File: config.mk
export PLATFORM = sky130hd
export DESIGN_NAME = gfm_queue
export DESIGN_NICKNAME = d
export VERILOG_FILES = /design/src/gfm_pkg.sv /design/src/gfm_queue.sv
export SDC_FILE = /design/constraint.sdc
export NUM_CORES = 1
export LEC_CHECK = 0
export BUFFER_PORTS_ARGS = -buffer_cell sky130_fd_sc_hd__buf_2
export CAP_MARGIN = 20
export CORE_AREA = 2 2 40 42
export CTS_CLUSTER_DIAMETER = 50
export DETAILED_ROUTE_END_ITERATION = 10
export DIE_AREA = 0 0 42 44
export PLACE_DENSITY = 0.72
export REMOVE_ABC_BUFFERS = 1
export SLEW_MARGIN = 20
export SYNTH_ARGS = -nofsm -noshare
export SYNTH_HDL_FRONTEND = slang
export SYNTH_SLANG_ARGS = --single-unit
File: constraint.sdc
create_clock -name clk -period 2.2 [get_ports clk]
set_input_delay 0.44 -clock clk [delete_from_list [all_inputs] [get_ports clk]]
set_output_delay 0.44 -clock clk [all_outputs]
set_load 0.05 [all_outputs]
File: src/gfm_pkg.sv
// Package for the gaze fixation monitor: register file layout, stream
// packing offsets, queue record and prompt codes. No dependencies.
`timescale 1ns / 1ps
`default_nettype none

package gfm_pkg;

  // Stream widths: input tdata 137 field bits padded to 144, output 8.
  localparam int IN_W  = 144;
  localparam int OUT_W = 8;

  // Input tdata field offsets, lowest bit first.
  localparam int IN_LGX_LSB   = 0;
  localparam int IN_LGY_LSB   = 16;
  localparam int IN_RGX_LSB   = 32;
  localparam int IN_RGY_LSB   = 48;
  localparam int IN_LVAL_LSB  = 64;
  localparam int IN_RVAL_LSB  = 67;
  localparam int IN_LDIST_LSB = 70;
  localparam int IN_RDIST_LSB = 86;
  localparam int IN_CX_LSB    = 102;
  localparam int IN_CY_LSB    = 119;
  localparam int IN_START_BIT = 136;

  // Configuration port.
  localparam int CFG_AW = 5;
  localparam int CFG_DW = 32;

  typedef enum logic [2:0] {
    REG_GAZE_OFFSET       = 3'd0,
    REG_GAZE_INV_SCALE    = 3'd1,
    REG_ASPECT_RATIO      = 3'd2,
    REG_FIXATION_RADIUS   = 3'd3,
    REG_BLINK_LIMIT       = 3'd4,
    REG_SACCADE_LIMIT     = 3'd5,
    REG_CORRECTION_BLOCKS = 3'd6,
    REG_NONE              = 3'd7
  } gfm_reg_idx_t;

  localparam logic signed [17:0] RST_GAZE_OFFSET     = 18'sd0;
  localparam logic [15:0]        RST_GAZE_INV_SCALE  = 16'd256;
  localparam logic [15:0]        RST_ASPECT_RATIO    = 16'd256;
  localparam logic [16:0]        RST_FIXATION_RADIUS = 17'd6554;
  localparam logic [15:0]        RST_BLINK_LIMIT     = 16'd10;
  localparam logic [15:0]        RST_SACCADE_LIMIT   = 16'd10;
  localparam logic [15:0]        RST_CORR_BLOCKS     = 16'd64;

  // Eye distance window, as a sum of both eyes in mm.
  localparam logic [16:0] CLOSE_SUM = 17'd1100;
  localparam logic [16:0] FAR_SUM   = 17'd1200;
  localparam logic [15:0] SAT16     = 16'hFFFF;
  localparam logic [30:0] MAG_CAP   = 31'h7FFF_FFFF;

  localparam int Q_DEPTH = 2;

  typedef enum logic [2:0] {
    PROMPT_NONE   = 3'd0,
    PROMPT_FIXATE = 3'd1,
    PROMPT_OK     = 3'd2,
    PROMPT_THREE  = 3'd3,
    PROMPT_TWO    = 3'd4,
    PROMPT_ONE    = 3'd5,
    PROMPT_AWAY   = 3'd6,
    PROMPT_CLOSER = 3'd7
  } gfm_prompt_t;

  typedef struct packed {
    logic signed [17:0] gaze_offset;
    logic [15:0]        gaze_inv_scale;
    logic [15:0]        aspect_ratio;
    logic [16:0]        fixation_radius;
    logic [15:0]        blink_limit;
    logic [15:0]        saccade_limit;
    logic [15:0]        correction_blocks;
  } gfm_cfg_t;

  // Classified sample passed from front to back.
  typedef struct packed {
    logic left_ok;
    logic right_ok;
    logic outside;
    logic dist_close;
    logic dist_far;
    logic start;
  } gfm_item_t;

endpackage

`default_nettype wire

File: src/gfm_queue.sv
// Two-entry queue of classified samples between front and back.
// Depends on gfm_pkg.
`timescale 1ns / 1ps
`default_nettype none

module gfm_queue (
  input  wire logic          clk,
  input  wire logic          rst_n,
  input  wire logic          wr_valid,
  output logic               wr_ready,
  input  gfm_pkg::gfm_item_t wr_item,
  output logic               rd_valid,
  input  wire logic          rd_ready,
  output gfm_pkg::gfm_item_t rd_item
);

  localparam int PW = $clog2(gfm_pkg::Q_DEPTH);
  localparam int CW = $clog2(gfm_pkg::Q_DEPTH + 1);

  gfm_pkg::gfm_item_t mem_r [gfm_pkg::Q_DEPTH];
  logic [PW-1:0]      wr_ptr_r, rd_ptr_r;
  logic [CW-1:0]      count_r;
  logic               push, pop;

  assign wr_ready = (count_r != CW'(gfm_pkg::Q_DEPTH));
  assign rd_valid = (count_r != '0);
  assign rd_item  = mem_r[rd_ptr_r];
  assign push     = wr_valid & wr_ready;
  assign pop      = rd_valid & rd_ready;

  always_ff @(posedge clk) begin
    if (push)
      mem_r[wr_ptr_r] <= wr_item;
  end

  always_ff @(posedge clk) begin
    if (!rst_n) begin
      wr_ptr_r <= '0;
      rd_ptr_r <= '0;
      count_r  <= '0;
    end else begin
      if (push)
        wr_ptr_r <= (wr_ptr_r == PW'(gfm_pkg::Q_DEPTH - 1)) ? '0 : wr_ptr_r + 1'b1;
      if (pop)
        rd_ptr_r <= (rd_ptr_r == PW'(gfm_pkg::Q_DEPTH - 1)) ? '0 : rd_ptr_r + 1'b1;
      if (push && !pop)
        count_r <= count_r + 1'b1;
      else if (pop && !push)
        count_r <= count_r - 1'b1;
    end
  end

endmodule

`default_nettype wire

After elaboration in Yosys (flattened, before gate mapping)

Memories as Yosys holds them, arrays and structs flattened. A register that Yosys moved wholly into a read port is not among the register bits.
Cells that the tools add are included.
Widths: inputs -> output; s select.

Register bits after elaboration: 4
RAM bits: 12
Input bits: 10
Output and inout bits: 8
Word-level logic and storage cells: 25
Memories: 1

Memories:

| memory | depth | width | read ports | clocked after Yosys merged registers in | write ports | line            | text |
|---|---|---|---|---|---|---|---|
| mem_r  | 2     | 6     | 1          | 1                                       | 1           | gfm_queue.sv:20 | `gfm_pkg::gfm_item_t mem_r [gfm_pkg::Q_DEPTH];` |

Add/subtract/negate cells: 4
Equal/unequal tests: 1
Mux-type cells: 8
Bitwise operators: 2
Reductions and logical operators: 6

Operator list:

| cell                | number |
|---|---|
| $mux 1              | 6 |
| $mux 2              | 2 |
| $reduce_bool 2->1   | 2 |
| $add 1x1->1 const B | 2 |
| $add 2x1->2 const B | 1 |
| $and 1x1->1         | 2 |
| $logic_and 1x1->1   | 2 |
| $logic_not 1->1     | 2 |
| $ne 2x2->1 const B  | 1 |
| $sub 2x1->2 const B | 1 |

Depth between registers and ports, before layout

Gate-level depths: netlist of the first run.

Depth in word-level cells: 6
Depth in mapped cells: 6
Mapped depth without buffers: 6

Least setup slack after synthesis of the first run

No wires, ideal clock.

Kind: register to register
From: register count_r[0]
To: register count_r[1]
Setup time: 70 ps
Arrival: 1512 ps
Required time: 2130 ps
Setup slack: 618 ps
Stages on the path, launching flop included: 6
Buffers on the path: 0
Period minus slack after synthesis: 1582 ps
Path through: dfxtp_1 > nand2b_4 > and2_1 > ha_1 > or3_1 > a21boi_1

Word-level cells in the longest chain between the ends: 5
Elaborated cells between the ends (all ways): 13
Those cells by class: 2 x add/sub; 1 x eq/ne; 2 x mux; 2 x bitwise; 6 x reduce/logical

Ends and longest elaborated chain:

| item                        | line            | text |
|---|---|---|
| start: declaration          | gfm_queue.sv:22 | `logic [CW-1:0] count_r;` |
| start signal: assignment    | gfm_queue.sv:47 | `count_r <= count_r + 1'b1;` |
| start signal: assignment    | gfm_queue.sv:49 | `count_r <= count_r - 1'b1;` |
| $ne 2x2->1 (*)              | gfm_queue.sv:25 | `assign wr_ready = (count_r != CW'(gfm_pkg::Q_DEPTH));` |
| net wr_ready                | gfm_queue.sv:10 | `output logic wr_ready,` |
| $and 1x1->1 (*)             | gfm_queue.sv:28 | `assign push = wr_valid & wr_ready;` |
| $logic_not 1->1             | gfm_queue.sv:48 | `else if (pop && !push)` |
| $logic_and 1x1->1           | gfm_queue.sv:48 |  |
| $reduce_bool 2->1 (no line) | --              |  |

The timed path passes the listed nets; every way through them passes the cells marked *. The select of a mux whose other input is x is not followed.
A chain may end at the register's enable or synchronous reset.

==> results.ini, run 1 <==
[run_status]
outcome = finished clean

[global_routing]
grt_pass1_vias = 395
antenna_found_initial = 0
grt_max_degree = 10
track_usage = 0.127
grt_overflow = 0
grt_pass1_wl_um = 1650

[critical_path]
worstRegToRegCells = 5
critical-path-slowest-cell = dfxtp_1
cp.required_ns = 1.76
r2r_end = count_r[1]$_SDFFE_PN0P_
r2r_setup_slack_ns = 0.65
crit_chain = mux2_2 > buf_2
max_stage_delay_ns = 0.48
critPathKind = reg2out
worstPathMaxFanout = 6
r2r_start = count_r[0]$_SDFFE_PN0P_
worstPathArrival_ns = 1.34
endpoint_kind = output port
cp-start-kind = flip-flop

[floorplan]
coreArea_um2 = 1420
io_pins = 18
chipWidth_um = 42
dieArea_um2 = 1850
rows = 14
dieHeight_um = 44
initial_core_util = 0.475

[pwr]
clkPwrFrac = 0.151
leakage_nw = 0.320
finalPower_mw = 1.06
pwr-share-seq = 0.429
power_frac_comb = 0.420
internal_power_mw = 0.639
power_switching_mw = 0.423
powerDensity_nw_per_um2 = 1320
switching_share = 0.398
irDropWorstVdd_v = 0.000636

[clocking]
root_buffer = clkbuf_4
post_cts_buffers = 0
clk_pin_slew_ns = 0.09
cts.path.max_buffers = 2
clock-sinks = 17
clk_latency_ns = 0.29
numCtsBuffers = 3
tritoncts = built
postCtsHoldBufs = 0
cts_resized = 0
cts_max_level = 1

[drt]
dr_total_vias = 388
drc = 0
postRouteAntennaNets = 0
wl_per_cell_um = 12.1
wl_um = 953
vias_per_cell = 4.91
dr.first_iter.drc_count = 5
first_pass_iters = 2

[hold_path]
holdCritStartpoint = wr_item[0]
holdPathStages = 1
hold_end = mem_r[1][0]$_DFFE_PP_
hp-class = in2reg

[synthesis]
synth_top_area_cell = edfxtp_1
yosys.area.top_type_share = 0.534
ys_types = 19
ys_seq_elements = 17
seq_area_frac_synth = 0.683
synth_cells = 43
syn_area_um2 = 674
yosys_warnings = 0
synth.top_cells.by_area = edfxtp_1 53%, dfxtp_1 15%, mux2_2 10%
syn-mean-instance-area_um2 = 15.7

[finish]
final_core_util = 0.565
multi_input_area_um2 = 206
layout-area-overhead-vs-synth_pct = 18.9
ff_latch_area_um2 = 460
diodes = 0
fin_nets = 75
fillers = 127
final_area_um2 = 802
drive_above_1_share = 0.460

[sta]
maxSlewViolCount = 0
rsz0062_at_grt = false
period_share = 0.809
timing.final.ws_setup_ns = 0.420
clock_skew_ns = 0.00880
setup_violations = 0
slew-limit-headroom = 0.808
fmax_ghz = 0.562
setup_tns_ns = 0
tightest_slew_ns = 0.288
fin_crit_ns = 1.78
finalHoldViolations = 0

[placed_design]
gp_congestion = 0.645
placed_area_um2 = 776
place_hpwl_um = 704
port-buffer-count = 17
post-place-ws_ns = 0.626

[flow_run]
maxCapViolCount = 0

## worst max-delay path by stage
stage | from | to | slack (ns) | cells after the start
after floorplan | count_r[0]$_SDFFE_PN0P_ | count_r[1]$_SDFFE_PN0P_ | 0.62 | 5
after CTS | flip-flop | rd_item[3] | 0.40 | 2
after global placement | wr_valid | count_r[1]$_SDFFE_PN0P_ | 0.67 | 5
after global routing | flip-flop | rd_item[4] | 0.33 | 2
after detailed placement | wr_valid | count_r[1]$_SDFFE_PN0P_ | 0.63 | 5
final | flip-flop | rd_item[3] | 0.42 | 2
## flip-flops by register name (all words and copies together), names as in the netlist, named ones only
name      cells
mem_r        12
rd_ptr_r      1
wr_ptr_r      1
count_r       2
## synthesized netlist by cell type
cell type	number
nand3b_1	1
a21bo_2	1
clkbuf_1	1
ha_1	1
and3_1	1
edfxtp_1	12
mux2_2	6
xnor2_1	2
o21ai_1	1
dfxtp_1	5
or3_1	1
and2_1	4
nand2b_4	1
or2_2	1
o21ai_0	1
a21boi_0	1
xor2_1	1
a21boi_1	1
inv_1	1
## placed cells by master, fill, tap and decap left out
cell      instances
ha_1              1
a21boi_1          1
a21bo_2           1
a21boi_0          1
nand2b_4          1
inv_1             1
clkbuf_1          1
and3_1            1
edfxtp_1         12
or2_2             1
and2_1            4
o21ai_0           1
xor2_1            1
nand3b_1          1
o21ai_1           1
or3_1             1
clkbuf_4          3
mux2_2            6
xnor2_1           2
dfxtp_1           5
buf_2            17
## power groups by stage
stage / Clock (mW) / Combinational (mW) / Sequential, mW
6_report: 0.160 / 0.446 / 0.456
5_1_grt: 0.177 / 0.481 / 0.468
4_1_cts: 0.163 / 0.450 / 0.458
3_5_place_dp: 0 / 0.449 / 0.464
3_3_place_gp: 0 / 0.445 / 0.462
2_1_floorplan: 0 / 0.374 / 0.452
## layout make-up
cell class,instances,share of cell area
inverters,1,0.00468
multi-input cells,24,0.257
well taps,16,0.0250
repair buffers,17,0.106
flip-flops and latches,17,0.574
clock buffers,4,0.0328
## logic make-up after synthesis
kind of cell | Yosys count | synth area share
mux | 6 | 0.100
flops | 17 | 0.683
xor+xnor | 3 | 0.0390
compound gates | 5 | 0.0519
buf+inv | 2 | 0.0111
simple gates | 9 | 0.0965
fa+ha+maj | 1 | 0.0185
## worst max-delay path, delay by kind of cell (launching register included)
kind	cells	cell delay [ns]
DFF	1	0.48
buffers and inverters	1	0.21
muxes	1	0.37
## routing by layer
| metal | up-vias | track usage | share of wire |
|---|---|---|---|
| li1 | 197 | - | - |
| met1 | 176 | 0.135 | 0.45 |
| met2 | 11 | 0.219 | 0.48 |
| met3 | 4 | 0.0417 | 0.047 |
| met4 | 0 | 0.0774 | 0.024 |
| met5 | - | 0 | 0 |
## metrics by stage
stage                     hold slack (ns)  instances
after global placement              0.537         75
after detailed placement            0.559         75
final                               0.337         79
after floorplan                     0.512         42
after CTS                           0.332         79
after global routing                0.325         79
Note: power is estimated with default switching activity, not from simulation.
==> run 2: changes to the inputs <==
CORE_AREA = 2 2 41 43   (was 2 2 40 42)
DIE_AREA = 0 0 43 45   (was 0 0 42 44)
PLACE_DENSITY = 0.69   (was 0.72)
clock period = 1.85 ns   (was 2.2 ns; I/O delays follow)
==> results.ini, run 2 (synthesis gave the netlist of run 1 again) <==
[drt]
dr_total_vias = 387
postRouteAntennaNets = 0
vias_per_cell = 4.90
drc = 0
wl_per_cell_um = 12.1
first_pass_iters = 2
wl_um = 953
dr.first_iter.drc_count = 10

[floorplan]
dieHeight_um = 45
io_pins = 18
rows = 14
dieArea_um2 = 1940
chipWidth_um = 43
initial_core_util = 0.458
coreArea_um2 = 1470

[placed_design]
place_hpwl_um = 714
gp_congestion = 0.652
port-buffer-count = 17
post-place-ws_ns = 0.306

[global_routing]
grt_overflow = 0
grt_pass1_wl_um = 1590
grt_max_degree = 10
met3_usage = 0.0360
grt.busiest_layer = met2
antenna_found_initial = 0
grt_use_met2 = 0.209
grtUsageMet1 = 0.129
grt_pass1_vias = 391
track_usage = 0.120

[hold_path]
holdCritStartpoint = wr_item[2]
hold_end = mem_r[0][2]$_DFFE_PP_
holdPathStages = 1
hp-class = in2reg

[sta]
setup_tns_ns = 0
timing.final.ws_setup_ns = 0.150
slew-limit-headroom = 0.807
setup_violations = 0
fmax_ghz = 0.588
finalHoldViolations = 0
tightest_slew_ns = 0.289
timing.hold.ws_ns = 0.277
clock_skew_ns = 0.00563
maxSlewViolCount = 0
fin_crit_ns = 1.70
rsz0062_at_grt = false
period_share = 0.919

[clocking]
clock-sinks = 17
cts_resized = 0
numCtsBuffers = 3
clk_pin_slew_ns = 0.09
root_buffer = clkbuf_4
postCtsHoldBufs = 0
clk_latency_ns = 0.28
cts_max_level = 1
post_cts_buffers = 0
tritoncts = built
cts.path.max_buffers = 2

[finish]
fin_nets = 75
multi_input_area_um2 = 206
fillers = 142
mostFrequentLayoutCells = 17 x buf_2, 12 x edfxtp_1, 6 x mux2_2
regMostFlops = mem_r
diodes = 0
layout-area-overhead-vs-synth_pct = 18.9
largest_reg_flops = 12
drive_above_1_share = 0.460
ff_latch_area_um2 = 460
final_core_util = 0.545
layout_commonest_cell = buf_2
reg_top3 = mem_r (12), count_r (2)

[critical_path]
worstPathMaxFanout = 6
critPathKind = reg2out
worstRegToRegCells = 5
endpoint_kind = output port
r2r_setup_slack_ns = 0.30
cp.required_ns = 1.48
worstPathArrival_ns = 1.33
cp-start-kind = flip-flop
r2r_start = count_r[0]$_SDFFE_PN0P_
r2r_end = count_r[1]$_SDFFE_PN0P_

[pwr]
irDropWorstVdd_v = 0.000852
finalPower_mw = 1.26
leakage_nw = 0.320
powerDensity_nw_per_um2 = 1570

[run_status]
outcome = finished clean

[flow_run]
maxCapViolCount = 0

-- run 2: worst max-delay path, cell delays in order (launching register included) --
cell,delay (ns)
dfxtp_1,0.48
mux2_2,0.37
buf_2,0.21
-- run 2: cell type report --
cell class,count,share of cell area
multi-input combinational,24,0.257
tap,16,0.0250
timing repair buffer,17,0.106
inverter,1,0.00468
clock buffer,4,0.0328
sequential,17,0.574
-- run 2: worst max-delay path by stage --
stage / startpoint / end / slack [ns] / cells past startpoint
6_report: flip-flop / rd_item[2] / 0.15 / 2
5_1_grt: flip-flop / rd_item[2] / 0.07 / 2
4_1_cts: flip-flop / rd_item[5] / 0.11 / 2
3_5_place_dp: count_r[0]$_SDFFE_PN0P_ / count_r[1]$_SDFFE_PN0P_ / 0.31 / 5
3_3_place_gp: count_r[0]$_SDFFE_PN0P_ / count_r[1]$_SDFFE_PN0P_ / 0.36 / 5
2_1_floorplan: count_r[0]$_SDFFE_PN0P_ / count_r[1]$_SDFFE_PN0P_ / 0.27 / 5
-- run 2: where the power goes --
part           total [mW]  internal [mW]  switching, mW  leakage, nW
Clock               0.186         0.0836          0.102       0.0150
Sequential          0.541          0.485         0.0552        0.153
Combinational       0.534          0.191          0.343        0.152
Total                1.26          0.760          0.500        0.320
-- run 2: stage by stage --
stage,cell area (um2),std cells
finish,802,79
global route,802,79
CTS,802,79
detailed placement,776,75
global placement,776,75
floorplan,671,42
-- run 2: per-layer routing --
layer / share of wire / wire (um)
met5: 0 / 0
met4: 0 / 0
met3: 0.049 / 47
met2: 0.53 / 507
met1: 0.42 / 399
==> run 3: changes to the inputs <==
ABC_AREA = 1   (was not set)
CORE_AREA = 3 3 42 44   (was 2 2 41 43)
DIE_AREA = 0 0 45 47   (was 0 0 43 45)
==> results.ini, run 3 <==
[run_status]
outcome = finished clean

[synthesis]
yosys_warnings = 0
syn-mean-instance-area_um2 = 12.2
synth_cells = 56
synth_common_cells = 12 x edfxtp_1, 8 x nor2_1, 7 x nand2_1
ys_types = 17
synth_top_area_cell = edfxtp_1
synth_ff_type = edfxtp_1
yosys.area.top_type_share = 0.527
yosysMostFrequentCell = edfxtp_1
synth.top_cells.by_area = edfxtp_1 53%, dfxtp_1 15%, mux2_2 9.9%
async_flop_share = 0
seq_area_frac_synth = 0.673
synth_edf_count = 12
syn_area_um2 = 684
ys_seq_elements = 17

[pwr]
finalPower_mw = 1.25
powerDensity_nw_per_um2 = 1540
irDropWorstVdd_v = 0.000817
leakage_nw = 0.347

[global_routing]
grt.busiest_layer = met2
grt_overflow = 0
grt_use_met2 = 0.209
track_usage = 0.113
grt_pass1_vias = 427
grt_max_degree = 11
grt_pass1_wl_um = 1650
met3_usage = 0.0345
grtUsageMet1 = 0.116
antenna_found_initial = 0

[sta]
setup_violations = 0
rsz0062_at_grt = false
finalHoldViolations = 0
period_share = 0.916
clock_skew_ns = 0.00721
slew-limit-headroom = 0.645
tightest_slew_ns = 0.530
setup_tns_ns = 0
fin_crit_ns = 1.70
maxSlewViolCount = 0
fmax_ghz = 0.590

[drt]
dr.first_iter.drc_count = 2
postRouteAntennaNets = 0
drc = 0
wl_um = 1010
wl_per_cell_um = 11.0
first_pass_iters = 2
dr_total_vias = 437
vias_per_cell = 4.75

[floorplan]
coreArea_um2 = 1470
initial_core_util = 0.465
dieHeight_um = 47
dieArea_um2 = 2120
chipWidth_um = 45
rows = 14
io_pins = 18

[clocking]
root_buffer = clkbuf_4
clk_pin_slew_ns = 0.10
post_cts_buffers = 0
clock-sinks = 17
cts_resized = 0
clk_latency_ns = 0.28
postCtsHoldBufs = 0
cts.path.max_buffers = 2
tritoncts = built
cts_max_level = 1
numCtsBuffers = 3

[critical_path]
endpoint_kind = output port
cp.required_ns = 1.48
worstRegToRegCells = 4
worstPathMaxFanout = 6
cp-start-kind = flip-flop
endpoint = rd_item[0]
r2r_setup_slack_ns = 0.49
critPathKind = reg2out
r2r_end = mem_r[0][1]$_DFFE_PP_
worstPathArrival_ns = 1.33
r2r_start = count_r[0]$_SDFFE_PN0P_

[finish]
regMostFlops = mem_r
reg_top3 = mem_r (12), count_r (2)
layout_commonest_cell = buf_2
mostFrequentLayoutCells = 17 x buf_2, 12 x edfxtp_1, 8 x nor2_1
fin_nets = 88
final_cells = 92
drive_above_1_share = 0.408
diodes = 0
layout-area-overhead-vs-synth_pct = 18.6
largest_reg_flops = 12
fillers = 139

[flow_run]
maxCapViolCount = 0

[hold_path]
hp-class = in2reg

[placed_design]
post-place-cells = 88
place_hpwl_um = 814
gp_congestion = 0.750
port-buffer-count = 17

run 3: where the power goes:
| part | internal [mW] | leakage (nW) | total [mW] | switching (mW) |
|---|---|---|---|---|
| combinational | 0.153 | 0.176 | 0.528 | 0.375 |
| sequential | 0.488 | 0.153 | 0.534 | 0.0462 |
| clock | 0.0800 | 0.0177 | 0.190 | 0.110 |
run 3: worst min-delay path by stage:
stage | startpoint | end | slack [ns] | cells after the start
finish | wr_item[3] | mem_r[0][3]$_DFFE_PP_ | 0.27 | 1
global placement | rd_ptr_r$_SDFFE_PN0P_ | rd_ptr_r$_SDFFE_PN0P_ | 0.48 | 2
global route | wr_item[0] | mem_r[1][0]$_DFFE_PP_ | 0.26 | 1
detailed placement | rd_ptr_r$_SDFFE_PN0P_ | rd_ptr_r$_SDFFE_PN0P_ | 0.49 | 2
CTS | wr_item[0] | mem_r[0][0]$_DFFE_PP_ | 0.26 | 1
floorplan | rd_ptr_r$_SDFFE_PN0P_ | flip-flop | 0.47 | 2
run 3: kinds of logic (layout without fill, tap and decap cells):
group / Yosys count / count (layout) / share of synthesized area
adders and majority gates: 1 / 1 / 0.0183
buffers and inverters: 9 / 29 / 0.0530
AOI/OAI and AO/OA: 4 / 4 / 0.0329
DFF: 17 / 17 / 0.673
and+or+nand+nor: 19 / 19 / 0.124
muxes: 6 / 6 / 0.0987
run 3: layout make-up:
type                       instances  area [um2]  area share
clock buffer                       3        22.5      0.0277
clock inverter                     1        5.00     0.00616
inverter                           8        31.3      0.0385
multi-input combinational         30         188       0.231
sequential                        17         460       0.567
tap                               16        20.0      0.0247
timing repair buffer              17        85.1       0.105
run 3: critical path, cell delays in order, from the launching register on:
cell     delay (ns)
dfxtp_1        0.47
mux2_2         0.37
buf_2          0.21
run 3: per-stage QoR:
step / instance area, um2 / util / setup slack (ns) / hold slack, ns
2_1_floorplan: 679 / - / 0.439 / 0.467
3_3_place_gp: 785 / 0.533 / 0.459 / 0.478
3_5_place_dp: 785 / 0.533 / 0.454 / 0.495
4_1_cts: 812 / 0.552 / 0.129 / 0.264
5_1_grt: 812 / 0.552 / 0.0910 / 0.257
6_report: 812 / 0.552 / 0.155 / 0.272
run 3: routing by layer:
| layer | share of wire | up-vias |
|---|---|---|
| met5 | 0 | - |
| met4 | 0 | 0 |
| met3 | 0.045 | 0 |
| met2 | 0.56 | 10 |
| met1 | 0.39 | 197 |
| li1 | - | 230 |
