### src/gfm_pkg.sv
// Package for the gaze fixation monitor: register file layout, stream
// packing offsets, queue record and prompt codes. No dependencies.
`timescale 1ns / 1ps
`default_nettype none

package gfm_pkg;

  // Stream widths: input tdata 137 field bits padded to 144, output 8.
  localparam int IN_W  = 144;
  localparam int OUT_W = 8;

  // Input tdata field offsets, lowest bit first.
  localparam int IN_LGX_LSB   = 0;
  localparam int IN_LGY_LSB   = 16;
  localparam int IN_RGX_LSB   = 32;
  localparam int IN_RGY_LSB   = 48;
  localparam int IN_LVAL_LSB  = 64;
  localparam int IN_RVAL_LSB  = 67;
  localparam int IN_LDIST_LSB = 70;
  localparam int IN_RDIST_LSB = 86;
  localparam int IN_CX_LSB    = 102;
  localparam int IN_CY_LSB    = 119;
  localparam int IN_START_BIT = 136;

  // Configuration port.
  localparam int CFG_AW = 5;
  localparam int CFG_DW = 32;

  typedef enum logic [2:0] {
    REG_GAZE_OFFSET       = 3'd0,
    REG_GAZE_INV_SCALE    = 3'd1,
    REG_ASPECT_RATIO      = 3'd2,
    REG_FIXATION_RADIUS   = 3'd3,
    REG_BLINK_LIMIT       = 3'd4,
    REG_SACCADE_LIMIT     = 3'd5,
    REG_CORRECTION_BLOCKS = 3'd6,
    REG_NONE              = 3'd7
  } gfm_reg_idx_t;

  localparam logic signed [17:0] RST_GAZE_OFFSET     = 18'sd0;
  localparam logic [15:0]        RST_GAZE_INV_SCALE  = 16'd256;
  localparam logic [15:0]        RST_ASPECT_RATIO    = 16'd256;
  localparam logic [16:0]        RST_FIXATION_RADIUS = 17'd6554;
  localparam logic [15:0]        RST_BLINK_LIMIT     = 16'd10;
  localparam logic [15:0]        RST_SACCADE_LIMIT   = 16'd10;
  localparam logic [15:0]        RST_CORR_BLOCKS     = 16'd64;

  // Eye distance window, as a sum of both eyes in mm.
  localparam logic [16:0] CLOSE_SUM = 17'd1100;
  localparam logic [16:0] FAR_SUM   = 17'd1200;
  localparam logic [15:0] SAT16     = 16'hFFFF;
  localparam logic [30:0] MAG_CAP   = 31'h7FFF_FFFF;

  localparam int Q_DEPTH = 2;

  typedef enum logic [2:0] {
    PROMPT_NONE   = 3'd0,
    PROMPT_FIXATE = 3'd1,
    PROMPT_OK     = 3'd2,
    PROMPT_THREE  = 3'd3,
    PROMPT_TWO    = 3'd4,
    PROMPT_ONE    = 3'd5,
    PROMPT_AWAY   = 3'd6,
    PROMPT_CLOSER = 3'd7
  } gfm_prompt_t;

  typedef struct packed {
    logic signed [17:0] gaze_offset;
    logic [15:0]        gaze_inv_scale;
    logic [15:0]        aspect_ratio;
    logic [16:0]        fixation_radius;
    logic [15:0]        blink_limit;
    logic [15:0]        saccade_limit;
    logic [15:0]        correction_blocks;
  } gfm_cfg_t;

  // Classified sample passed from front to back.
  typedef struct packed {
    logic left_ok;
    logic right_ok;
    logic outside;
    logic dist_close;
    logic dist_far;
    logic start;
  } gfm_item_t;

endpackage

`default_nettype wire

### src/gfm_back.sv
// Back end of the gaze fixation monitor: blink, saccade and correction
// state update, one queued sample per cycle unless the output stalls,
// into the output register. Depends on gfm_pkg.
`timescale 1ns / 1ps
`default_nettype none

module gfm_back (
  input  wire logic                      clk,
  input  wire logic                      rst_n,
  input  gfm_pkg::gfm_cfg_t              cfg,
  input  wire logic                      q_rd_valid,
  output logic                           q_rd_ready,
  input  gfm_pkg::gfm_item_t             q_rd_item,
  output logic                           out_tvalid,
  input  wire logic                      out_tready,
  output logic [gfm_pkg::OUT_W-1:0]      out_tdata
);

  logic        lost_left_r, lost_right_r, fixated_r, correcting_r;
  logic [15:0] blink_count_r, saccade_count_r, correction_count_r;
  logic        out_valid_r;
  logic [gfm_pkg::OUT_W-1:0] out_data_r;

  logic        lost_left_nxt, lost_right_nxt, fixated_nxt, correcting_nxt;
  logic [15:0] blink_count_nxt, saccade_count_nxt, correction_count_nxt;
  logic        pop, eyes_invalid, looking_away, good, corr_on, dist_mid;
  logic [15:0] cc_inc, thr1, thr2, thr3;
  logic [17:0] t3;
  gfm_pkg::gfm_prompt_t prompt;

  assign pop        = q_rd_valid & (~out_valid_r | out_tready);
  assign q_rd_ready = ~out_valid_r | out_tready;
  assign out_tvalid = out_valid_r;
  assign out_tdata  = out_data_r;

  always_comb begin
    lost_left_nxt        = lost_left_r;
    lost_right_nxt       = lost_right_r;
    blink_count_nxt      = blink_count_r;
    saccade_count_nxt    = saccade_count_r;
    correction_count_nxt = correction_count_r;
    looking_away         = 1'b0;
    good                 = 1'b0;
    prompt               = gfm_pkg::PROMPT_NONE;

    // Blink tracking
    if (lost_left_r || lost_right_r) begin
      if (q_rd_item.left_ok && q_rd_item.right_ok) begin
        lost_left_nxt   = 1'b0;
        lost_right_nxt  = 1'b0;
        blink_count_nxt = '0;
      end else if (blink_count_r != gfm_pkg::SAT16) begin
        blink_count_nxt = blink_count_r + 16'd1;
      end
    end
    if (!q_rd_item.left_ok)  lost_left_nxt  = 1'b1;
    if (!q_rd_item.right_ok) lost_right_nxt = 1'b1;
    eyes_invalid = (blink_count_nxt > cfg.blink_limit);

    // Saccade tracking
    if (q_rd_item.outside) begin
      if (saccade_count_r <= cfg.saccade_limit) begin
        if (saccade_count_r != gfm_pkg::SAT16)
          saccade_count_nxt = saccade_count_r + 16'd1;
      end else begin
        looking_away = 1'b1;
      end
    end else begin
      saccade_count_nxt = '0;
    end

    fixated_nxt = ~(eyes_invalid | looking_away);

    // Correction mode: prompt from the count before this sample
    corr_on  = correcting_r | q_rd_item.start;
    t3       = {2'b00, cfg.correction_blocks} + {1'b0, cfg.correction_blocks, 1'b0};
    thr3     = t3[17:2];
    thr2     = {1'b0, cfg.correction_blocks[15:1]};
    thr1     = {2'b00, cfg.correction_blocks[15:2]};
    cc_inc   = (correction_count_r != gfm_pkg::SAT16) ? correction_count_r + 16'd1
                                                      : correction_count_r;
    dist_mid = ~q_rd_item.dist_close & ~q_rd_item.dist_far;
    correcting_nxt = corr_on;
    if (corr_on) begin
      if (correction_count_r >= thr3)      prompt = gfm_pkg::PROMPT_ONE;
      else if (correction_count_r >= thr2) prompt = gfm_pkg::PROMPT_TWO;
      else if (correction_count_r >= thr1) prompt = gfm_pkg::PROMPT_THREE;
      else if (correction_count_r != '0)   prompt = gfm_pkg::PROMPT_OK;
      else                                 prompt = gfm_pkg::PROMPT_FIXATE;

      if (fixated_nxt && dist_mid) begin
        good = 1'b1;
        correction_count_nxt = cc_inc;
        if (cc_inc >= cfg.correction_blocks) begin
          correcting_nxt       = 1'b0;
          correction_count_nxt = '0;
        end
      end else if (fixated_nxt && q_rd_item.dist_close) begin
        prompt               = gfm_pkg::PROMPT_AWAY;
        correction_count_nxt = '0;
      end else if (fixated_nxt && q_rd_item.dist_far) begin
        prompt               = gfm_pkg::PROMPT_CLOSER;
        correction_count_nxt = '0;
      end else begin
        correction_count_nxt = '0;
      end
    end
  end

  always_ff @(posedge clk) begin
    if (!rst_n) begin
      lost_left_r        <= 1'b0;
      lost_right_r       <= 1'b0;
      blink_count_r      <= '0;
      saccade_count_r    <= '0;
      fixated_r          <= 1'b1;
      correcting_r       <= 1'b0;
      correction_count_r <= '0;
      out_valid_r        <= 1'b0;
    end else begin
      if (pop) begin
        lost_left_r        <= lost_left_nxt;
        lost_right_r       <= lost_right_nxt;
        blink_count_r      <= blink_count_nxt;
        saccade_count_r    <= saccade_count_nxt;
        fixated_r          <= fixated_nxt;
        correcting_r       <= correcting_nxt;
        correction_count_r <= correction_count_nxt;
        out_valid_r        <= 1'b1;
      end else if (out_tready) begin
        out_valid_r <= 1'b0;
      end
    end
  end

  always_ff @(posedge clk) begin
    if (pop)
      out_data_r <= {good, prompt, correcting_nxt, looking_away, eyes_invalid,
                     ~fixated_nxt};
  end

  // fixated_r mirrors the flag carried out with each result
  logic unused_fix;
  assign unused_fix = fixated_r;

endmodule

`default_nettype wire

### config.mk
export PLATFORM = sky130hd
export DESIGN_NAME = gfm_back
export DESIGN_NICKNAME = d
export VERILOG_FILES = /design/src/gfm_pkg.sv /design/src/gfm_back.sv
export SDC_FILE = /design/constraint.sdc
export NUM_CORES = 1
export LEC_CHECK = 0
export BUFFER_PORTS_ARGS = -buffer_cell sky130_fd_sc_hd__buf_2
export CAP_MARGIN = 40
export CORE_MARGIN = 4
export CORE_UTILIZATION = 25
export CTS_CLUSTER_SIZE = 30
export DETAILED_ROUTE_END_ITERATION = 8
export GPL_ROUTABILITY_DRIVEN = 0
export PLACE_DENSITY = 0.42
export SKIP_LAST_GASP = 1
export SYNTH_ARGS = -nofsm -noshare
export SYNTH_HDL_FRONTEND = slang
export SYNTH_SLANG_ARGS = --single-unit
### constraint.sdc
create_clock -name clk -period 5.2 [get_ports clk]
set_input_delay 0.78 -clock clk [delete_from_list [all_inputs] [get_ports clk]]
set_output_delay 0.78 -clock clk [all_outputs]
set_load 0.005 [all_outputs]
Yosys cells after proc, flatten, opt, wreduce, memory -nomap -nowiden
Cells that the tools add are included.

cells by class
  equal/unequal tests = 9
  $add $sub $neg = 4
  multiplexer cells = 28
  reductions and logical operators = 11
  order comparisons = 6
  shift operators = 0
  bitwise logic cells = 9
  div/mod/pow operators = 0
  multiply operators = 0

operator list
  cell                                                                      count
  16-bit two-way mux                                                        9
  16-bit by 1-bit adder with 16-bit output (second input constant)          3
  16-bit inequality test (second input constant)                            3
  16-bit >= comparator                                                      2
  16-bit by 17-bit adder with 18-bit output                                 1
  16-bit by 14-bit >= comparator with 1-bit output                          1
  16-bit by 15-bit >= comparator with 1-bit output                          1
  16-bit > comparator                                                       1
  16-bit <= comparator                                                      1
  16-bit nonzero test                                                       1
  3-bit two-way mux                                                         5
  1-bit two-way mux                                                         12
  2-bit by 1-bit inequality test with 1-bit output (second input constant)  6
  3-bit AND reduction                                                       3
  1-bit logical AND                                                         4
  2-bit two-way mux                                                         2
  1-bit inverter                                                            4
  1-bit bitwise OR                                                          3
  1-bit bitwise AND                                                         2
  2-bit AND reduction                                                       1
  2-bit nonzero test                                                        1
  1-bit logical OR                                                          1

storage, ports and cells
  flip-flop bits (word level) = 60
  RAM bits = 0
  latch bits = 0
  input bits = 125
  output and inout bits = 10
  logic and storage cells = 76
  ROM bits = 0
  memories kept = 0

Longest topological paths before layout
Gate-level depths: netlist of run 1.

  depth in word-level cells = 11
  mapped depth = 17
  depth with buffers taken out = 17

Worst setup path after synthesis of run 1
OpenSTA, ideal clock, no wires.

  path type = input-to-reg
  start = input port cfg[0] (netlist name)
  end = register out_data_r, in the netlist out_tdata[5], data pin
  data arrival time = 3922 ps
  path buffers = 0
  slack = 1132 ps
  stages on the path = 17
  setup time = 146 ps
  cells stage by stage = and2_1 > fa_1 > a21o_1 > a211oi_1 > nor3_1 > o311a_1 > o21ai_0 > nand2b_1 > xor2_1 > ha_1 > and4_1 > nand2_1 > a21oi_1 > o31a_1 > a311oi_1 > o311ai_0 > a21oi_1

between the ends
  longest elaborated chain between the ends = 6

RTL lines
  element                                      line             text
  from (decl)                                  gfm_back.sv:10   input gfm_pkg::gfm_cfg_t cfg,
  16-bit by 17-bit adder with 18-bit output *  gfm_back.sv:76   t3 = {2'b00, cfg.correction_blocks} + {1'b0, cfg.correction_blocks, 1'b0};
  16-bit >= comparator *                       gfm_back.sv:85   if (correction_count_r >= thr3) prompt = gfm_pkg::PROMPT_ONE;
  3-bit two-way mux *                          gfm_back.sv:85
  3-bit two-way mux                            gfm_back.sv:101  end else if (fixated_nxt && q_rd_item.dist_far) begin
  3-bit two-way mux                            gfm_back.sv:98   end else if (fixated_nxt && q_rd_item.dist_close) begin
  3-bit two-way mux *                          gfm_back.sv:91   if (fixated_nxt && dist_mid) begin
  to (signal assigned)                         gfm_back.sv:138  out_data_r <= {good, prompt, correcting_nxt, looking_away, eyes_invalid,
  to (decl)                                    gfm_back.sv:22   logic [gfm_pkg::OUT_W-1:0] out_data_r;

Mark *: on every way between the ends. The rest lies on a longest branch, timed or not.
A chain may end at the register's enable or synchronous reset.

Worst setup path in the final report of run 1
  start = input port cfg[1] (netlist name)
  end = register out_data_r, in the netlist out_tdata[5], data pin

between the ends
  longest elaborated chain between the ends = 6
  elaborated cells on any way between the ends = 8

RTL lines
  element                                                                                                               line
  16-bit by 17-bit adder with 18-bit output / 16-bit by 15-bit >= comparator with 1-bit output (equally long branches)  gfm_back.sv:76, gfm_back.sv:86
  16-bit >= comparator / 3-bit two-way mux (equally long branches)                                                      gfm_back.sv:85, gfm_back.sv:86
  3-bit two-way mux *                                                                                                   gfm_back.sv:85
  3-bit two-way mux                                                                                                     gfm_back.sv:101
  3-bit two-way mux                                                                                                     gfm_back.sv:98
  3-bit two-way mux *                                                                                                   gfm_back.sv:91

Marked as above.

==> impl_metrics.json, run 1 <==
{
  "status": "finished clean",
  "antenna_cells": 0,
  "grt-ovfl-total": 0,
  "crit_slowest_cell": "fa_1",
  "port_buffers": 67,
  "cap_violations": 0,
  "viasPerCell": 4.73,
  "r2r_cells": 16,
  "ys.flop_type": "dfxtp_1",
  "start_kind": "input port",
  "drt-initial-drc-count": 331,
  "layout_min_cycle_time_ps": 4330,
  "clock.fmax_mhz": 231,
  "met2WireLength_um": 7200,
  "regArea_um2": 1280,
  "hpwl_um": 13100,
  "p_leak_nw": 3.36,
  "std_cell_rows": 57,
  "core_region_area_um2": 24500,
  "slew_headroom_pct": 49.4,
  "cts_made_buffers": 9,
  "clk_path_buf_depth": 2,
  "ys_ff_latch": 60,
  "report.final.hold_viol_count": 0,
  "ios": 135,
  "vias": 5563,
  "grt_use_total_pct": 11.8,
  "crit_family": "compound AO/OA/AOI/OAI gates",
  "synth_top_area_cell": "ha_1",
  "hold_buffers": 0,
  "ant_nets": 0,
  "htreeDepth": 3,
  "holdWs_ps": 501,
  "synth_area_leaders": "ha_1, dfxtp_1, a21oi_1",
  "die_h_um": 166,
  "syn_inst": 782,
  "yosysWarnings": 0,
  "grt_pass1_vias": 5530,
  "cts_setup_buffers": 0,
  "syn_area_um2": 6250,
  "ys_top_cells_by_count": "ha_1, nor2_1, nand2_1",
  "stdcell_count": 1177,
  "clock_latency_ps": 330,
  "cp.arrival_ps": 4500,
  "crit_path_max_fanout": 6,
  "tightest_slew_ps": 740,
  "dr.max_layer_used": "met4",
  "synth-edff-count": 8,
  "synth_cell_type_count": 64,
  "fin_crit_sh_pct": 83.2,
  "post_drt_wl_per_cell_um": 14.1,
  "synth_fp_nets": 1021,
  "wl_met3_um": 511,
  "dieArea_um2": 27600,
  "path_cells": "buf_2, and2_1, fa_1, a21o_1, a211oi_1, nor3_1, o311a_1, o21ai_0, nand2b_1, xor2_1, ha_1, and4_1, nand2_1, a21oi_1, o31a_1, a311oi_1, buf_4, o311ai_0, a21oi_1",
  "cts_tree": "done",
  "path_buf_inv": 2,
  "wl_um": 16600,
  "syn_to_final_growth_pct": 16.8,
  "drt_pass1_iterations": 4,
  "cts-root-buf": "clkbuf_16",
  "synth_most_common_cell": "ha_1",
  "grt_max_degree": 30,
  "holdPathStages": 2,
  "antenna_found_initial": 0,
  "drc_errors": 0,
  "seq_area_frac_synth_pct": 20.5,
  "crit_path_end_kind": "flip-flop",
  "start_util_pct": 25.6,
  "finalMaxSlewViolations": 0,
  "ir_drop_v": 0.000116,
  "chipWidth_um": 166,
  "cp_common_cell": "a21oi_1",
  "nets": 1087,
  "fin_tns_setup_ps": 0,
  "synthArstFlopShare_pct": 0,
  "hp-class": "flip-flop to flip-flop",
  "finalSetupViolCount": 0,
  "layout-drive-gt1-share_pct": 12.9,
  "clk_pin_slew_ps": 50,
  "met1Wirelength_um": 8780,
  "path_class": "input port to flip-flop",
  "power_density_nw_per_um2": 190,
  "nFillCells": 2656,
  "cts.repair.resized": 0,
  "avgSynthCellArea_um2": 8.00,
  "cp.required_ps": 5380,
  "synthDominantCellAreaShare_pct": 22.6,
  "cp.depth": 19,
  "grt_pass1_wl_um": 27800,
  "rsz0062_at_grt": "no",
  "skew_ps": 5.29,
  "clock-sinks": 60,
  "multi_input_comb_area_um2": 4630,
  "place_inst": 1161,
  "power.total_mw": 1.39,
  "slowest_delay_ps": 410
}
## registers in the layout, summed over array words and instances, names as in the netlist
name                flops
correction_count_r     16
out_tdata               8
lost_left_r             1
blink_count_r          16
correcting_r            1
saccade_count_r        16
out_tvalid              1
lost_right_r            1
## power by group
part / leakage (nW) / internal (mW) / switching, mW
sequential: 0.499 / 0.478 / 0.00517
combinational: 2.72 / 0.111 / 0.150
clock: 0.145 / 0.417 / 0.227
total: 3.36 / 1.01 / 0.382
## routing by layer
layer / vias to the layer above / GRT usage (%)
met3: 8 / 2.31
met5: - / 0
met2: 76 / 18.8
met4: 0 / 2.04
li1: 2999 / -
met1: 2480 / 16.8
## cell type report
type	count	area share [%]
sequential	60	17.5
tap	324	5.55
inverter	60	3.08
timing repair buffer	82	6.13
clock inverter	7	1.25
clock buffer	9	3.08
multi-input combinational	635	63.4
## kinds of logic after synthesis
kind of cell	after synthesis	share of synthesized area, %
mux	3	0.500
flops	60	20.5
simple gates	278	23.0
fa+ha+maj	114	22.9
buf+inv	87	5.48
compound gates	192	20.8
xor+xnor	48	6.72
## worst paths after layout
kind | start | to | slack [ps]
setup / recovery | cfg[1] | out_tdata[5]$_SDFFCE_PN0P_ | 870
hold / removal | blink_count_r[14]$_SDFFE_PN0P_ | blink_count_r[14]$_SDFFE_PN0P_ | 500
setup reg to reg | correction_count_r[5]$_SDFFE_PN0P_ | correction_count_r[12]$_SDFFE_PN0P_ | 890
hold reg to reg | blink_count_r[14]$_SDFFE_PN0P_ | blink_count_r[14]$_SDFFE_PN0P_ | 500
## cell usage in the layout, fill, tap and decap left out, drive strengths merged, types with 24 or more instances in the layout
cell type,count
buf,82
a21oi,53
dfxtp,52
ha,113
nor2,68
o21ai,25
nand3,24
xnor2,29
inv,60
nand4,26
nand2,61
## per-stage QoR
step / utilization (%) / setup WS, ps / cell area [um2]
after floorplan: - / 1130 / 6250
after global placement: 28.6 / 547 / 6990
final: 29.9 / 872 / 7310
after detailed placement: 28.6 / 523 / 6990
after CTS: 29.9 / 846 / 7310
after global routing: 29.9 / 424 / 7310
## worst min-delay path: cells and delay by family (launching register included)
| kind | cells | cell delay, ps |
|---|---|---|
| flip-flops | 1 | 330 |
| AND/OR/NAND/NOR | 1 | 60 |
| AO/OA/AOI/OAI | 1 | 60 |
(Power assumes the default switching activity.)
==> run 2: changes to the inputs <==
--- a/config.mk
+++ b/config.mk
@@ -12,7 +12,7 @@
 export CTS_CLUSTER_SIZE = 30
 export DETAILED_ROUTE_END_ITERATION = 8
 export GPL_ROUTABILITY_DRIVEN = 0
-export PLACE_DENSITY = 0.42
+export PLACE_DENSITY = 0.43
 export SKIP_LAST_GASP = 1
 export SYNTH_ARGS = -nofsm -noshare
 export SYNTH_HDL_FRONTEND = slang
==> constraint.sdc (replaced) <==
create_clock -name clk -period 3.5 [get_ports clk]
set_input_delay 0.525 -clock clk [delete_from_list [all_inputs] [get_ports clk]]
set_output_delay 0.525 -clock clk [all_outputs]
set_load 0.005 [all_outputs]
==> impl_metrics.json, run 2 (same netlist as run 1, synthesis figures left out) <==
{
  "crit_path_end_kind": "flip-flop",
  "clock.fmax_mhz": 268,
  "grt_pass1_vias": 6121,
  "ios": 135,
  "cap_violations": 0,
  "clock-sinks": 60,
  "power_density_nw_per_um2": 239,
  "wl_um": 17900,
  "finalSetupViolCount": 3,
  "dieArea_um2": 27600,
  "multi_input_comb_area_um2": 4970,
  "core_region_area_um2": 24500,
  "nFillCells": 2566,
  "ant_nets": 0,
  "htreeDepth": 3,
  "start_kind": "input port",
  "nets": 1228,
  "grt_pass1_wl_um": 29800,
  "crit_path_max_fanout": 2,
  "syn_to_final_growth_pct": 40.3,
  "violations": "setup timing",
  "drt-initial-drc-count": 172,
  "fin_crit_sh_pct": 107,
  "slew_headroom_pct": 46.7,
  "cp.required_ps": 3570,
  "start_util_pct": 25.6,
  "layout_min_cycle_time_ps": 3740,
  "layout-drive-gt1-share_pct": 31.1,
  "fin_area_um2": 8780,
  "setup_slack_ps": -236,
  "mostFrequentLayoutCell": "buf_4",
  "antenna_cells": 0,
  "port_buffers": 67,
  "placed_cell_area_um2": 8050,
  "final_cell_mix": "buf_4, ha_1, nor2_1, buf_2, inv_1",
  "antenna_found_initial": 0,
  "grt-ovfl-total": 0,
  "report.final.hold_viol_count": 0,
  "std_cell_rows": 57,
  "power.total_mw": 2.10,
  "chipWidth_um": 166,
  "cts_tree": "done",
  "clk_pin_slew_ps": 50,
  "skew_ps": 9.49,
  "largestRegisters": "blink_count_r x16, correction_count_r x16, saccade_count_r x16",
  "cts-root-buf": "clkbuf_16",
  "vias": 6186,
  "regArea_um2": 1290,
  "viasPerCell": 4.70,
  "rsz0062_at_grt": "yes",
  "cts_made_buffers": 9,
  "path_class": "input port to flip-flop",
  "clock_latency_ps": 330,
  "hpwl_um": 14400,
  "p_leak_nw": 4.23,
  "place_inst": 1286,
  "hp-class": "input port to flip-flop",
  "finalMaxSlewViolations": 0,
  "grt_use_total_pct": 12.8,
  "drc_errors": 0,
  "clk_path_buf_depth": 2,
  "die_h_um": 166,
  "status": "finished with violations",
  "cp.arrival_ps": 3810,
  "grt_max_degree": 30,
  "stdcell_count": 1317,
  "drt_pass1_iterations": 4,
  "post_drt_wl_per_cell_um": 13.6,
  "tightest_slew_ps": 795,
  "ir_drop_v": 0.000158
}
## run 2: changes by cell type in the layout (fill, tap and decap cells not counted), sizes merged
cell	previous run	this run
buf	82	223
clkbuf	9	11
clkinvlp	3	1
bufinv	2	1
clkinv	2	1
inv	60	61
## run 2: worst paths after layout
path	startpoint	slack [ps]	end	cells after the start
worst max-delay path	cfg[0]	-240	out_tdata[4]$_SDFFCE_PN0P_	19
worst min-delay path	q_rd_valid	470	out_tvalid$_SDFFE_PN0P_	3
worst max register to register	blink_count_r[1]$_SDFFE_PN0P_	10	out_tdata[6]$_SDFFCE_PN0P_	16
worst min register to register	saccade_count_r[15]$_SDFFE_PN0P_	510	saccade_count_r[15]$_SDFFE_PN0P_	2
## run 2: timing repair
item	in CTS	in global routing
buffers inserted	9	7
resized for setup	30	39
pin swaps	43	22
endpoints found under the setup margin	21	23
hold buffers	0	0
## run 2: layer usage
metal | vias up | part of all wire, % | GRT usage (%)
met5 | - | 0 | 0
met2 | 98 | 47 | 22.0
met1 | 2798 | 49 | 17.0
li1 | 3281 | - | -
met4 | 0 | 0.93 | 2.91
met3 | 9 | 3.2 | 1.64
## run 2: layout make-up
class	instances	share of cell area [%]
Multi-Input combinational cell	635	56.6
Timing Repair Buffer	223	18.1
Sequential cell	60	14.7
Tap cell	324	4.62
Clock buffer	11	2.77
Inverter	60	2.57
Clock inverter	4	0.556
## run 2: critical path, stage by stage
cell and delay (ps):
buf_6 90, and2_4 150, fa_2 350, a21o_1 200, a211oi_2 270, nor3_2 90, o311a_1 300, o21ai_1 130
nand2b_1 120, xor2_1 160, ha_1 300, and4_1 170, nand2_1 80, a21oi_2 50, o31a_1 120, a311oi_2 350
buf_4 180, o21a_1 110, a21oi_1 60
## run 2: per-stage QoR
| step | setup TNS, ps | setup slack, ps | utilization [%] | hold WS, ps |
|---|---|---|---|---|
| after CTS | -621 | -225 | 34.9 | 457 |
| after global routing | -4380 | -397 | 35.9 | 465 |
| after detailed placement | -3840 | -608 | 32.9 | 497 |
| after floorplan | -654 | -71.0 | - | 463 |
| after global placement | -4680 | -564 | 32.9 | 483 |
| final | -591 | -236 | 35.9 | 467 |
## run 2: where the power goes
group | internal (mW) | switching, mW
Sequential | 0.711 | 0.00759
Clock | 0.566 | 0.328
Combinational | 0.234 | 0.250
==> run 3: changes to the inputs <==
--- a/config.mk
+++ b/config.mk
@@ -5,6 +5,7 @@
 export SDC_FILE = /design/constraint.sdc
 export NUM_CORES = 1
 export LEC_CHECK = 0
+export ABC_AREA = 1
 export BUFFER_PORTS_ARGS = -buffer_cell sky130_fd_sc_hd__buf_2
 export CAP_MARGIN = 40
 export CORE_MARGIN = 4
@@ -13,6 +14,7 @@
 export DETAILED_ROUTE_END_ITERATION = 8
 export GPL_ROUTABILITY_DRIVEN = 0
 export PLACE_DENSITY = 0.43
+export RECOVER_POWER = 50
 export SKIP_LAST_GASP = 1
 export SYNTH_ARGS = -nofsm -noshare
 export SYNTH_HDL_FRONTEND = slang
==> impl_metrics.json, run 3 <==
{
  "slowest_delay_ps": 500,
  "finalMaxSlewViolations": 0,
  "skew_ps": 10.4,
  "p_leak_nw": 4.13,
  "synth_cell_type_count": 40,
  "core_region_area_um2": 26300,
  "clk_path_buf_depth": 2,
  "r2r_start": "correction_count_r[6]$_SDFFE_PN0P_",
  "cts_tree": "done",
  "clock_latency_ps": 340,
  "largestRegisters": "blink_count_r x16, correction_count_r x16, saccade_count_r x16",
  "p_switching_uw": 752,
  "synthArstFlopShare_pct": 0,
  "vias": 6484,
  "start_kind": "flip-flop",
  "crit_path_max_fanout": 8,
  "avgSynthCellArea_um2": 6.60,
  "ys.flop_type": "dfxtp_1",
  "die_h_um": 172,
  "htreeDepth": 3,
  "ant_nets": 0,
  "r2r_cells": 14,
  "yosysWarnings": 0,
  "clk_pin_slew_ps": 60,
  "netSwitchingFraction_pct": 31.4,
  "port_buffers": 67,
  "grt_max_degree": 29,
  "ir_drop_v": 0.000198,
  "stdcell_count": 1462,
  "pwr-share-seq_pct": 31.9,
  "cp_common_cell": "nand3_1",
  "chipWidth_um": 172,
  "crit_path_end_kind": "flip-flop",
  "synth_fp_nets": 1257,
  "combPwrFrac_pct": 26.8,
  "r2r_end": "out_tdata[3]$_DFFE_PP_",
  "report.final.hold_viol_count": 0,
  "hpwl_um": 15200,
  "cts-root-buf": "clkbuf_16",
  "tightest_slew_ps": 772,
  "power_density_nw_per_um2": 297,
  "synth_area_leaders": "ha_1, dfxtp_1, nand2_1",
  "path_cells": "nor3b_2, nand2_2, nor2_4, nand3_1, a21oi_1, inv_1, ha_1, nand2_1, nor3_1, nand3_1, nand3_1, nand4_1, nand2_1, inv_1",
  "synth_top_area_cell": "ha_1",
  "status": "finished clean",
  "fin_crit_sh_pct": 91.0,
  "rrSetupSlack_ps": 320,
  "rsz0062_at_grt": "no",
  "crit_start": "correction_count_r[6]$_SDFFE_PN0P_",
  "dieArea_um2": 29600,
  "mostFrequentLayoutCell": "nand2_1",
  "nFillCells": 2956,
  "antenna_found_initial": 2,
  "hp-class": "flip-flop to flip-flop",
  "syn_inst": 1018,
  "place_inst": 1444,
  "post_drt_wl_per_cell_um": 12.7,
  "grt_pass1_wl_um": 30600,
  "cts_made_buffers": 9,
  "nets": 1361,
  "ys_top_cells_by_count": "nand2_1, inv_1, ha_1",
  "grt-ovfl-total": 0,
  "drt-initial-drc-count": 231,
  "clock.fmax_mhz": 314,
  "final_core_util_pct": 30.6,
  "layout_min_cycle_time_ps": 3180,
  "pwr-share-clk_pct": 41.3,
  "std_cell_rows": 59,
  "drc_errors": 0,
  "synth-edff-count": 8,
  "synthDominantCellAreaShare_pct": 21.1,
  "ys_ff_latch": 60,
  "viasPerCell": 4.44,
  "cp.required_ps": 3580,
  "critPathCapture": "out_tdata[3]$_DFFE_PP_",
  "grt_pass1_vias": 6238,
  "syn_area_um2": 6720,
  "cp.arrival_ps": 3270,
  "wl_um": 18500,
  "drt_pass1_iterations": 4,
  "antenna_cells": 0,
  "cap_violations": 0,
  "ios": 135,
  "finalSetupViolCount": 0,
  "syn_to_final_growth_pct": 19.8,
  "grt_use_total_pct": 12.7,
  "layout-drive-gt1-share_pct": 14.4,
  "clock-sinks": 60,
  "start_util_pct": 25.6,
  "crit_slowest_cell": "dfxtp_1",
  "p_int_mw": 1.64,
  "slew_headroom_pct": 48.6,
  "synth_most_common_cell": "nand2_1",
  "seq_area_frac_synth_pct": 19.1,
  "path_class": "flip-flop to flip-flop",
  "final_cell_mix": "nand2_1, inv_1, ha_1, a21oi_1, nor2_1"
}
==> run 3: cell type report <==
class / count / area (um2) / share of cell area (%)
tap: 335 / 419 / 5.21
multi-input combinational: 778 / 4730 / 58.8
timing repair buffer: 110 / 673 / 8.37
inverter: 163 / 612 / 7.60
sequential: 60 / 1280 / 15.9
clock inverter: 5 / 83.8 / 1.04
clock buffer: 11 / 243 / 3.02
==> run 3: timing repair <==
| action | in CTS | in global routing |
|---|---|---|
| buffers inserted | 0 | 2 |
| hold buffers | 0 | 0 |
| setup endpoints to repair | 0 | 22 |
| gates resized for setup | 0 | 7 |
==> run 3: cell families after synthesis <==
| group | share of synthesized area [%] |
|---|---|
| AO/OA/AOI/OAI | 15.3 |
| XOR/XNOR | 5.35 |
| adder cells (fa/ha/maj) | 21.3 |
| buffers and inverters | 10.7 |
| flip-flops | 19.1 |
| AND/OR/NAND/NOR | 28.3 |
==> run 3: per-stage QoR <==
stage                     power [mW]  area, um2  setup WS (ps)  setup TNS [ps]  hold slack (ps)
final                           2.39       8050            315               0              479
after global routing            2.56       8050           6.26               0              498
after CTS                       2.43       8030            161               0              456
after detailed placement        1.42       7700          -51.7            -109              469
after global placement          1.42       7700          -41.4           -61.9              470
after floorplan                 1.20       6720            448               0              459
==> run 3: power by group through the flow <==
stage	combinational, mW	sequential, mW	clock, mW
finish	0.642	0.762	0.989
global route	0.753	0.767	1.04
CTS	0.650	0.762	1.02
detailed placement	0.647	0.776	0
global placement	0.642	0.777	0
floorplan	0.429	0.771	0
==> run 3: worst min path at each step <==
stage / start / endpoint / slack, ps / cells after the start
floorplan: lost_right_r$_SDFFE_PN0P_ / lost_right_r$_SDFFE_PN0P_ / 460 / 1
global placement: lost_left_r$_SDFFE_PN0P_ / lost_left_r$_SDFFE_PN0P_ / 470 / 1
detailed placement: lost_left_r$_SDFFE_PN0P_ / lost_left_r$_SDFFE_PN0P_ / 470 / 1
CTS: out_tready / out_tvalid$_SDFFE_PN0P_ / 460 / 4
global route: out_tready / out_tvalid$_SDFFE_PN0P_ / 500 / 4
finish: lost_left_r$_SDFFE_PN0P_ / lost_left_r$_SDFFE_PN0P_ / 480 / 1
==> run 3: routing by layer <==
metal | up-vias | part of all wire, % | GRT usage (%)
li1 | 3572 | - | -
met1 | 2789 | 52 | 18.1
met2 | 100 | 43 | 20.2
met3 | 19 | 3.9 | 2.13
met4 | 4 | 1.1 | 2.73
met5 | - | 0.15 | 0
==> run 3: critical path: cells and delay by family (launching register included) <==
kind | cells | cell delay (ps)
AOI/OAI and AO/OA | 1 | 140
adders and majority gates | 1 | 290
buffers and inverters | 2 | 150
DFF | 1 | 500
and+or+nand+nor | 10 | 1850
